<file path="src/rtl/assembler_token_scanner_defines.svh">
// ----------------------------------------------------------------------------
// Assertion macros for the assembly token scanner
// Shared concurrent assertion forms, compiled out with NO_ASSERTIONS.
// ----------------------------------------------------------------------------
`ifndef ASSEMBLER_TOKEN_SCANNER_DEFINES_SVH
`define ASSEMBLER_TOKEN_SCANNER_DEFINES_SVH

`ifndef NO_ASSERTIONS
// Checked outside reset.
`define ATS_ASSERT(label, prop, msg) \
  label: assert property (@(posedge clk) disable iff (rst) prop) else $error(msg);
// Checked on every edge, reset included.
`define ATS_ASSERT_ALWAYS(label, prop, msg) \
  label: assert property (@(posedge clk) prop) else $error(msg);
`else
`define ATS_ASSERT(label, prop, msg)
`define ATS_ASSERT_ALWAYS(label, prop, msg)
`endif

`endif

</file>
<file path="src/rtl/ats_pkg.sv">
`timescale 1ns / 1ps
`default_nettype none
// ----------------------------------------------------------------------------
// ats_pkg
// Types, constants and byte classes for the assembly token scanner.
// ----------------------------------------------------------------------------
package ats_pkg;

  localparam int SOURCE_MAX = 1048576;

  localparam int CH_W   = 8;
  localparam int KIND_W = 3;
  localparam int VAL_W  = 32;
  localparam int POS_W  = 20;
  localparam int LEN_W  = 21;
  localparam int LINE_W = 16;
  localparam int MAX_RES = 3;
  localparam int CNT_W  = 2;

  localparam logic [POS_W-1:0]  POS_LIMIT  = POS_W'(SOURCE_MAX - 1);
  localparam logic [LEN_W-1:0]  LEN_LIMIT  = LEN_W'(SOURCE_MAX);
  localparam logic [LINE_W-1:0] LINE_LIMIT = '1;

  localparam logic [CH_W-1:0] CH_NUL   = 8'd0;
  localparam logic [CH_W-1:0] CH_NL    = 8'd10;
  localparam logic [CH_W-1:0] CH_COMMA = 8'd44;
  localparam logic [CH_W-1:0] CH_MINUS = 8'd45;

  typedef enum logic [2:0] {
    MODE_IDLE,
    MODE_WORD,
    MODE_NUM,
    MODE_SIGN,
    MODE_HALT
  } mode_t;

  typedef enum logic [KIND_W-1:0] {
    KIND_WORD     = 3'd0,
    KIND_NUM      = 3'd1,
    KIND_UNKNOWN  = 3'd2,
    KIND_SIGN_ERR = 3'd3,
    KIND_END      = 3'd4
  } kind_t;

  typedef struct packed {
    mode_t              mode;
    logic [POS_W-1:0]   byte_pos;
    logic [LINE_W-1:0]  line_count;
    logic [POS_W-1:0]   token_start;
    logic [LINE_W-1:0]  token_line;
    logic [LEN_W-1:0]   token_len;
    logic [VAL_W-1:0]   accum;
    logic               negative;
  } scan_state_t;

  typedef struct packed {
    kind_t              kind;
    logic [VAL_W-1:0]   value;
    logic [POS_W-1:0]   start_pos;
    logic [LEN_W-1:0]   length;
    logic [LINE_W-1:0]  line_no;
    logic [CH_W-1:0]    char_code;
  } tok_t;

  function automatic logic is_ws(input logic [CH_W-1:0] c);
    return (c >= 8'd9 && c <= 8'd13) || c == 8'd32;
  endfunction

  function automatic logic is_digit(input logic [CH_W-1:0] c);
    return c >= 8'd48 && c <= 8'd57;
  endfunction

  function automatic logic is_alpha(input logic [CH_W-1:0] c);
    return (c >= 8'd65 && c <= 8'd90) || (c >= 8'd97 && c <= 8'd122);
  endfunction

  function automatic tok_t make_tok(input kind_t k, input logic [VAL_W-1:0] v,
                                    input logic [POS_W-1:0] p,
                                    input logic [LEN_W-1:0] l,
                                    input logic [LINE_W-1:0] ln,
                                    input logic [CH_W-1:0] c);
    tok_t t;
    t.kind      = k;
    t.value     = v;
    t.start_pos = p;
    t.length    = l;
    t.line_no   = ln;
    t.char_code = c;
    return t;
  endfunction

endpackage
`default_nettype wire

</file>
<file path="src/rtl/ats_ifs.sv">
`timescale 1ns / 1ps
`default_nettype none
// ----------------------------------------------------------------------------
// Scanner channels
// Byte input channel and token output channel, valid/ready handshake.
// ----------------------------------------------------------------------------
interface ats_in_if;
  logic                      valid;
  logic                      ready;
  logic [ats_pkg::CH_W-1:0]  ch;
  logic                      last;

  modport source(output valid, output ch, output last, input ready);
  modport sink(input valid, input ch, input last, output ready);
endinterface

interface ats_out_if;
  logic                             valid;
  logic                             ready;
  logic [ats_pkg::KIND_W-1:0]       kind;
  logic signed [ats_pkg::VAL_W-1:0] value;
  logic [ats_pkg::POS_W-1:0]        start_pos;
  logic [ats_pkg::LEN_W-1:0]        length;
  logic [ats_pkg::LINE_W-1:0]       line_no;
  logic [ats_pkg::CH_W-1:0]         char_code;
  logic                             last_result;

  modport source(output valid, output kind, output value, output start_pos,
                 output length, output line_no, output char_code,
                 output last_result, input ready);
  modport sink(input valid, input kind, input value, input start_pos,
               input length, input line_no, input char_code,
               input last_result, output ready);
endinterface
`default_nettype wire

</file>
<file path="src/rtl/ats_step.sv">
`timescale 1ns / 1ps
`default_nettype none
// ----------------------------------------------------------------------------
// ats_step
// Next scanner state and up to three tokens for one source byte.
// ----------------------------------------------------------------------------
module ats_step (
  input  ats_pkg::scan_state_t                     cur,
  input  logic [ats_pkg::CH_W-1:0]                 ch,
  input  logic                                     last,
  output ats_pkg::scan_state_t                     nxt,
  output ats_pkg::tok_t [ats_pkg::MAX_RES-1:0]     res,
  output logic [ats_pkg::CNT_W-1:0]                cnt
);
  import ats_pkg::*;

  logic [VAL_W-1:0] times_ten;
  logic [VAL_W-1:0] digit;

  assign digit     = {{(VAL_W-4){1'b0}}, ch[3:0]};
  assign times_ten = {cur.accum[VAL_W-4:0], 3'b000} + {cur.accum[VAL_W-2:0], 1'b0} + digit;

  always_comb begin
    scan_state_t                 s;
    tok_t [MAX_RES-1:0]          r;
    logic [CNT_W-1:0]            n;
    logic                        idle_h;
    logic                        fin;
    s      = cur;
    r      = '0;
    n      = '0;
    idle_h = 1'b0;
    fin    = 1'b0;

    unique case (cur.mode)
      MODE_HALT: begin
        fin = 1'b1;
      end
      MODE_SIGN: begin
        if (is_digit(ch)) begin
          s.accum = digit;
          s.mode  = MODE_NUM;
        end else begin
          r[n] = make_tok(KIND_SIGN_ERR, '0, cur.token_start, '0, cur.token_line, ch);
          n    = n + 1'b1;
          s.mode = MODE_HALT;
          fin    = 1'b1;
        end
      end
      MODE_NUM: begin
        if (is_digit(ch)) begin
          s.accum = times_ten;
        end else begin
          num_val_push: begin
            r[n] = make_tok(KIND_NUM, cur.negative ? (VAL_W'(0) - cur.accum) : cur.accum,
                            cur.token_start, '0, cur.token_line, '0);
            n    = n + 1'b1;
          end
          s.mode = MODE_IDLE;
          idle_h = 1'b1;
        end
      end
      MODE_WORD: begin
        if (ch != CH_NUL && !is_ws(ch) && ch != CH_COMMA) begin
          if (cur.token_len < LEN_LIMIT) s.token_len = cur.token_len + 1'b1;
        end else begin
          r[n] = make_tok(KIND_WORD, '0, cur.token_start, cur.token_len,
                          cur.token_line, '0);
          n    = n + 1'b1;
          s.mode = MODE_IDLE;
          idle_h = 1'b1;
        end
      end
      MODE_IDLE: begin
        idle_h = 1'b1;
      end
      default: begin
        fin = 1'b1;
      end
    endcase

    if (idle_h) begin
      if (ch == CH_NUL) begin
        r[n] = make_tok(KIND_END, '0, cur.byte_pos, '0, s.line_count, '0);
        n    = n + 1'b1;
        s.mode = MODE_HALT;
        fin    = 1'b1;
      end else if (is_ws(ch)) begin
        if (ch == CH_NL && s.line_count < LINE_LIMIT) s.line_count = s.line_count + 1'b1;
      end else if (is_alpha(ch)) begin
        s.mode        = MODE_WORD;
        s.token_start = cur.byte_pos;
        s.token_line  = s.line_count;
        s.token_len   = LEN_W'(1);
      end else if (is_digit(ch) || ch == CH_MINUS) begin
        s.mode        = (ch == CH_MINUS) ? MODE_SIGN : MODE_NUM;
        s.token_start = cur.byte_pos;
        s.token_line  = s.line_count;
        s.negative    = (ch == CH_MINUS);
        s.accum       = (ch == CH_MINUS) ? '0 : digit;
      end else begin
        r[n] = make_tok(KIND_UNKNOWN, '0, cur.byte_pos, '0, s.line_count, ch);
        n    = n + 1'b1;
      end
    end

    if (!fin) begin
      if (cur.byte_pos < POS_LIMIT) s.byte_pos = cur.byte_pos + 1'b1;
      if (last) begin
        if (s.mode == MODE_WORD) begin
          r[n] = make_tok(KIND_WORD, '0, s.token_start, s.token_len, s.token_line, '0);
          n    = n + 1'b1;
        end else if (s.mode == MODE_NUM) begin
          r[n] = make_tok(KIND_NUM, s.negative ? (VAL_W'(0) - s.accum) : s.accum,
                          s.token_start, '0, s.token_line, '0);
          n    = n + 1'b1;
        end
        if (s.mode == MODE_SIGN) begin
          // source ended right after '-'
          r[n] = make_tok(KIND_SIGN_ERR, '0, s.token_start, '0, s.token_line, '0);
          n    = n + 1'b1;
        end else begin
          r[n] = make_tok(KIND_END, '0, cur.byte_pos + 1'b1, '0, s.line_count, '0);
          n    = n + 1'b1;
        end
        s.mode = MODE_HALT;
      end
    end

    nxt     = s;
    res     = r;
    cnt     = n;
  end

endmodule
`default_nettype wire

</file>
<file path="src/rtl/assembler_token_scanner.sv">
`timescale 1ns / 1ps
`default_nettype none
// ----------------------------------------------------------------------------
// assembler_token_scanner
// Assembly source lexer: bytes in, mnemonic/number/unknown/error/end tokens out.
// ----------------------------------------------------------------------------
// Output: the first token of a byte shows in the cycle after the byte is accepted.
// Throughput: one byte per cycle while each byte yields at most one token and the
//   output is ready; a byte yielding more tokens (up to 3) holds the input until
//   the single-token output port has drained the token buffer.
// Reset (rst, synchronous): scanner idle at offset 0, line 1, buffer empty.
// ----------------------------------------------------------------------------
`include "assembler_token_scanner_defines.svh"

module assembler_token_scanner (
  input  logic      clk,
  input  logic      rst,
  ats_in_if.sink    src,
  ats_out_if.source tok
);
  import ats_pkg::*;

  // Scanner state: mode, position, line, pending token fields.
  scan_state_t st;
  scan_state_t st_next;

  // Tokens from the step logic for the byte at the input.
  tok_t [MAX_RES-1:0] step_res;
  logic [CNT_W-1:0]   step_cnt;

  // Token buffer: tokens of one byte, head in slot 0, shifted on each pop.
  tok_t [MAX_RES-1:0] bnd;
  logic [CNT_W-1:0]   bnd_cnt;

  logic acc;
  logic pop;

  ats_step u_step (
    .cur  (st),
    .ch   (src.ch),
    .last (src.last),
    .nxt  (st_next),
    .res  (step_res),
    .cnt  (step_cnt)
  );

  // Take a new byte once the buffer is empty or its final token leaves now.
  // A byte that yields no token still needs a free buffer slot so order holds.
  assign src.ready = (bnd_cnt == '0) || (bnd_cnt == CNT_W'(1) && tok.ready);
  assign acc       = src.valid && src.ready;
  assign pop       = tok.valid && tok.ready;

  // State advances only on an accepted byte; halted mode swallows bytes.
  always_ff @(posedge clk) begin
    if (rst) begin
      st.mode        <= MODE_IDLE;
      st.byte_pos    <= '0;
      st.line_count  <= LINE_W'(1);
      st.token_start <= '0;
      st.token_line  <= LINE_W'(1);
      st.token_len   <= '0;
      st.accum       <= '0;
      st.negative    <= 1'b0;
    end else if (acc) begin
      st <= st_next;
    end
  end

  // Buffer count: load on accept (old contents are gone by then), else drain.
  always_ff @(posedge clk) begin
    if (rst) begin
      bnd_cnt <= '0;
    end else if (acc) begin
      bnd_cnt <= step_cnt;
    end else if (pop) begin
      bnd_cnt <= bnd_cnt - 1'b1;
    end
  end

  always_ff @(posedge clk) begin
    if (acc) begin
      bnd <= step_res;
    end else if (pop) begin
      bnd <= {tok_t'('0), bnd[MAX_RES-1:1]};
    end
  end

  assign tok.valid       = (bnd_cnt != '0);
  assign tok.kind        = bnd[0].kind;
  assign tok.value       = bnd[0].value;
  assign tok.start_pos   = bnd[0].start_pos;
  assign tok.length      = bnd[0].length;
  assign tok.line_no     = bnd[0].line_no;
  assign tok.char_code   = bnd[0].char_code;
  // Final token of its byte when only it remains.
  assign tok.last_result = (bnd_cnt == CNT_W'(1));

  `ATS_ASSERT(a_accept_drained, acc |-> (bnd_cnt == '0 || (bnd_cnt == CNT_W'(1) && pop)), "byte accepted over pending tokens")
  `ATS_ASSERT(a_halt_sticks, (st.mode == MODE_HALT) |=> (st.mode == MODE_HALT), "scanner left halt without reset")
  `ATS_ASSERT(a_halt_silent, (acc && st.mode == MODE_HALT) |=> (bnd_cnt == '0), "token produced while halted")
  `ATS_ASSERT(a_end_is_final, (tok.valid && tok.kind == KIND_END) |-> tok.last_result, "end marker not final token of its byte")
  `ATS_ASSERT_ALWAYS(a_line_nonzero, (rst || st.line_count != '0), "line counter reached zero")

endmodule
`default_nettype wire
</file>
<file path="src/flat_wrapper.sv">
// flat-port wrapper written by rule: the top's interface ports become plain ports
module assembler_token_scanner_flat import ats_pkg::*;
  (clk, rst, src_valid, src_ch, src_last, src_ready, tok_valid, tok_kind, tok_value, tok_start_pos, tok_length, tok_line_no, tok_char_code, tok_last_result, tok_ready);
  ats_in_if src_i ();
  ats_out_if tok_i ();
  input  logic clk;
  input  logic rst;
  input wire logic [$bits(src_i.valid)-1:0] src_valid;
  input wire logic [$bits(src_i.ch)-1:0] src_ch;
  input wire logic [$bits(src_i.last)-1:0] src_last;
  output wire logic [$bits(src_i.ready)-1:0] src_ready;
  output wire logic [$bits(tok_i.valid)-1:0] tok_valid;
  output wire logic [$bits(tok_i.kind)-1:0] tok_kind;
  output wire logic [$bits(tok_i.value)-1:0] tok_value;
  output wire logic [$bits(tok_i.start_pos)-1:0] tok_start_pos;
  output wire logic [$bits(tok_i.length)-1:0] tok_length;
  output wire logic [$bits(tok_i.line_no)-1:0] tok_line_no;
  output wire logic [$bits(tok_i.char_code)-1:0] tok_char_code;
  output wire logic [$bits(tok_i.last_result)-1:0] tok_last_result;
  input wire logic [$bits(tok_i.ready)-1:0] tok_ready;
  assign src_i.valid = src_valid;
  assign src_i.ch = src_ch;
  assign src_i.last = src_last;
  assign src_ready = src_i.ready;
  assign tok_valid = tok_i.valid;
  assign tok_kind = tok_i.kind;
  assign tok_value = tok_i.value;
  assign tok_start_pos = tok_i.start_pos;
  assign tok_length = tok_i.length;
  assign tok_line_no = tok_i.line_no;
  assign tok_char_code = tok_i.char_code;
  assign tok_last_result = tok_i.last_result;
  assign tok_i.ready = tok_ready;
  assembler_token_scanner u_core (.clk(clk), .rst(rst), .src(src_i), .tok(tok_i));
endmodule
</file>
<file path="config.mk">
export PLATFORM = sky130hd
export DESIGN_NAME = assembler_token_scanner_flat
export DESIGN_NICKNAME = d
export VERILOG_FILES = /design/src/rtl/ats_pkg.sv /design/src/rtl/ats_ifs.sv /design/src/rtl/ats_step.sv /design/src/rtl/assembler_token_scanner.sv /design/src/flat_wrapper.sv
export VERILOG_INCLUDE_DIRS = /design/src /design/src/rtl
export SDC_FILE = /design/constraint.sdc
export NUM_CORES = 1
export LEC_CHECK = 0
export ABC_AREA = 1
export BUFFER_PORTS_ARGS = -buffer_cell sky130_fd_sc_hd__buf_2
export CAP_MARGIN = 20
export CORE_MARGIN = 1
export CORE_UTILIZATION = 30
export DETAILED_ROUTE_END_ITERATION = 10
export PLACE_DENSITY_LB_ADDON = 0.1
export SYNTH_ARGS = -nofsm -noshare
export SYNTH_HDL_FRONTEND = slang
export SYNTH_SLANG_ARGS = --single-unit
</file>
<file path="constraint.sdc">
create_clock -name clk -period 30.5 [get_ports clk]
set_clock_uncertainty 0.2 [all_clocks]
set_input_delay 4.575 -clock clk [delete_from_list [all_inputs] [get_ports clk]]
set_output_delay 4.575 -clock clk [all_outputs]
set_load 0.01 [all_outputs]
</file>
==> results.ini <==
[synthesis]
ys_seq_elements=423
yosysMostFrequentCell=nand2_1
ys_seq_area_share_pct=39.1
syn_area_um2=29200
synth_common_cells=nand2_1, inv_1, o21ai_0, nor2_1, edfxtp_1
syn_inst=4107
async_reset_ff_share_pct=0
synth_edf_count=292
yosysWarnings=0
synth_top_area_share_pct=30.1
yosysTopAreaCell=edfxtp_1
synth.avg_cell_area_um2=7.10
ys.flop_type=edfxtp_1
yosys-top-cells-area=edfxtp_1, nand2_1, dfxtp_1
syn_nets=4194
yosysUniqueCellTypes=58

[status]
outcome=complete, no violations

[setup_path]
r2r_slack_ns=21.92
crit_path_end_kind=register
required_ns=30.78
reg2reg_from=u_core.st[127]$_SDFFE_PP0P_
cp_num_buf_inv=8
criticalPathCategory=in -> reg
crit_path_max_fanout=60
max_stage_delay_ns=0.98
worstReg2RegEnd=u_core.tok.char_code[1]$_DFFE_PP_
arrival_ns=12.50
cp_slowest_cell=nand2_2
r2r_cells=24
start_kind=primary input
cp_common_cell=nand2_2
path_delay_family=simple AND/OR/NAND/NOR gates
cp.depth=29

[sta]
tns_ns=0
rsz0062_at_grt=false
fin_crit_ns=12.22
drv_slew=0
worst_slew_pin_slew_ns=1.15
fin_crit_sh_pct=40.1
hold_viol_final=0
relSlewSlack_pct=23.2
fmax_mhz=81.8
fin_ws_ns=18.28
setup_viol=0

[global_route]
grt_max_degree=156
gr-usage-met1_pct=30.3
grt_pass1_wl_um=170000
globalRouteTotalUtil_pct=22.8
grt_pass1_vias=26000
antenna_found_initial=8
grt-ovfl-total=0
gr-max-usage-layer=met2
use_met3_pct=3.50
grtUsageMet2_pct=37.3

[pwr]
p_int_mw=1.75
p_sw_share_pct=46.9
power_density_nw_per_um2=103
peakVddDrop_v=0.0000796
leakagePower_nw=13.6
p_clk_share_pct=20.3
power_frac_comb_pct=46.1
p_sw_mw=1.54
pwr-share-seq_pct=33.5

[clock_tree]
hold_buffers=0
cts_made_buffers=54
post-cts-setup-buffers=0
cts_buffer_depth=3
clkLatencyLatePin_ns=0.65
cts.sinks=423
cts_root_buffer=clkbuf_16
cts_resized=0
htreeDepth=2
cts_tree=built
clkSlewWorstSetupHoldPaths_ns=0.06

[hold_path]
hp-class=reg -> reg
hold_start=u_core.st[54]$_SDFFE_PP1P_
worstHoldEndpoint=u_core.st[54]$_SDFFE_PP1P_
hold_depth=2

[detailed_routing]
ant_nets=0
vias=27200
drt_first_pass_iters=8
dr.first_iter.drc_count=2419
avgViaCountPerCell=5.12
drc_errors=0
routed_wl_um=114000
wl_per_cell_um=21.5

[run]
cap_violations=0

[floorplan]
fp.coreArea_um2=95600
die_area_um2=98400
initial_core_util_pct=30.5
die_x_um=314
die_y_um=314
num_rows=113
io_pins=116

[place]
place_ws_ns=17.73
place.gp.congestion=0.894
dp.cells=5216
hpwl_um=78100
port_buffers=115

[layout]
drive_above_1_share_pct=8.17
fin_cells=5320
syn_to_final_growth_pct=9.32
final_nets=4094

[power by group through the flow]
stage | sequential (mW) | clock [mW] | combinational (mW)
finish | 1.10 | 0.669 | 1.52
global route | 1.13 | 0.705 | 1.68
CTS | 1.11 | 0.684 | 1.53
detailed placement | 1.11 | 0 | 1.52
global placement | 1.12 | 0 | 1.52
floorplan | 1.20 | 0 | 1.07
[cells in the final DEF (no fill, tap or decap), types with 12 or more instances in the layout]
| cell type | synthesis | layout |
|---|---|---|
| nand2_1 | 1143 | 1141 |
| inv_1 | 445 | 443 |
| o21ai_0 | 405 | 404 |
| nor2_1 | 298 | 295 |
| edfxtp_1 | 292 | 292 |
| a21oi_1 | 281 | 281 |
| nand3_1 | 196 | 196 |
| dfxtp_1 | 131 | 131 |
| buf_2 | 33 | 115 |
| xor2_1 | 85 | 85 |
| ha_1 | 72 | 72 |
| clkbuf_16 | 0 | 54 |
| nor3_1 | 47 | 47 |
| o22ai_1 | 47 | 47 |
| nand4_1 | 43 | 43 |
| o21ai_1 | 42 | 42 |
| buf_4 | 106 | 38 |
| a31oi_1 | 34 | 34 |
| o211ai_1 | 29 | 29 |
| inv_2 | 26 | 26 |
| nand2_2 | 16 | 17 |
| xnor2_1 | 16 | 16 |
| nor4_1 | 15 | 15 |
| clkinv_2 | 0 | 14 |
| nor2_2 | 11 | 13 |
| clkinv_1 | 4 | 12 |
[worst reg2reg max path, delay by kind of cell (launching register included)]
kind                     cells  cell delay [ns]
XOR/XNOR                     1             0.20
flip-flops                   1             0.40
AND/OR/NAND/NOR             14             5.06
adder cells (fa/ha/maj)      1             0.18
AO/OA/AOI/OAI                1             0.21
buffers and inverters        7             2.16
[state kept, by name (all words and copies together), names as in the netlist]
| signal | flops |
|---|---|
| u_core.tok.start_pos | 20 |
| u_core.tok.kind | 3 |
| u_core.bnd_cnt | 2 |
| u_core.tok.line_no | 16 |
| u_core.bnd | 192 |
| u_core.tok.char_code | 8 |
| u_core.tok.length | 21 |
| u_core.tok.value | 32 |
| u_core.st | 129 |
[layout make-up]
class | instances | area, µm²
multi-input combinational | 2896 | 14400
clock inverter | 32 | 347
tap | 1265 | 1580
sequential | 423 | 11400
timing repair buffer | 157 | 927
fill | 10500 | 63700
clock buffer | 69 | 1460
antenna | 3 | 7.51
inverter | 475 | 1790
[cell families (layout without fill, tap and decap cells)]
group                    Yosys count  count (layout)  synth area share (%)
AO/OA/AOI/OAI                    910             910                  17.0
XOR/XNOR                         101             101                  3.03
adder cells (fa/ha/maj)           74              74                  3.23
buffers and inverters            788             733                  11.8
flip-flops                       423             423                  39.1
multiplexers                       1               1                0.0386
other                              0               3                     0
AND/OR/NAND/NOR                 1810            1810                  25.8
[worst max-delay path by stage]
stage | endpoint | from | slack [ns]
floorplan | u_core.bnd_cnt[1]$_SDFFE_PP0P_ | tok_ready | 2.85
global placement | u_core.tok.char_code[6]$_DFFE_PP_ | src_ch[7] | 17.81
detailed placement | u_core.tok.char_code[1]$_DFFE_PP_ | src_ch[7] | 17.73
CTS | u_core.tok.char_code[6]$_DFFE_PP_ | src_ch[7] | 18.41
global route | u_core.tok.char_code[5]$_DFFE_PP_ | src_ch[7] | 17.77
finish | u_core.tok.char_code[1]$_DFFE_PP_ | src_ch[7] | 18.28
[metrics by stage]
step	power [mW]	utilization, %	instance area (µm²)	hold WS (ns)
2_1_floorplan	2.27	-	29200	0.266
3_3_place_gp	2.64	31.4	30000	0.291
3_5_place_dp	2.63	31.5	30100	0.296
4_1_cts	3.32	33.3	31900	0.303
5_1_grt	3.51	33.3	31900	0.334
6_report	3.29	33.3	31900	0.306
[metal layers]
metal	vias up	wire length, µm
met5	-	52
met4	8	4300
met3	190	6890
met2	844	52800
met1	12900	50400
li1	13300	-
(Power assumes the default switching activity.)
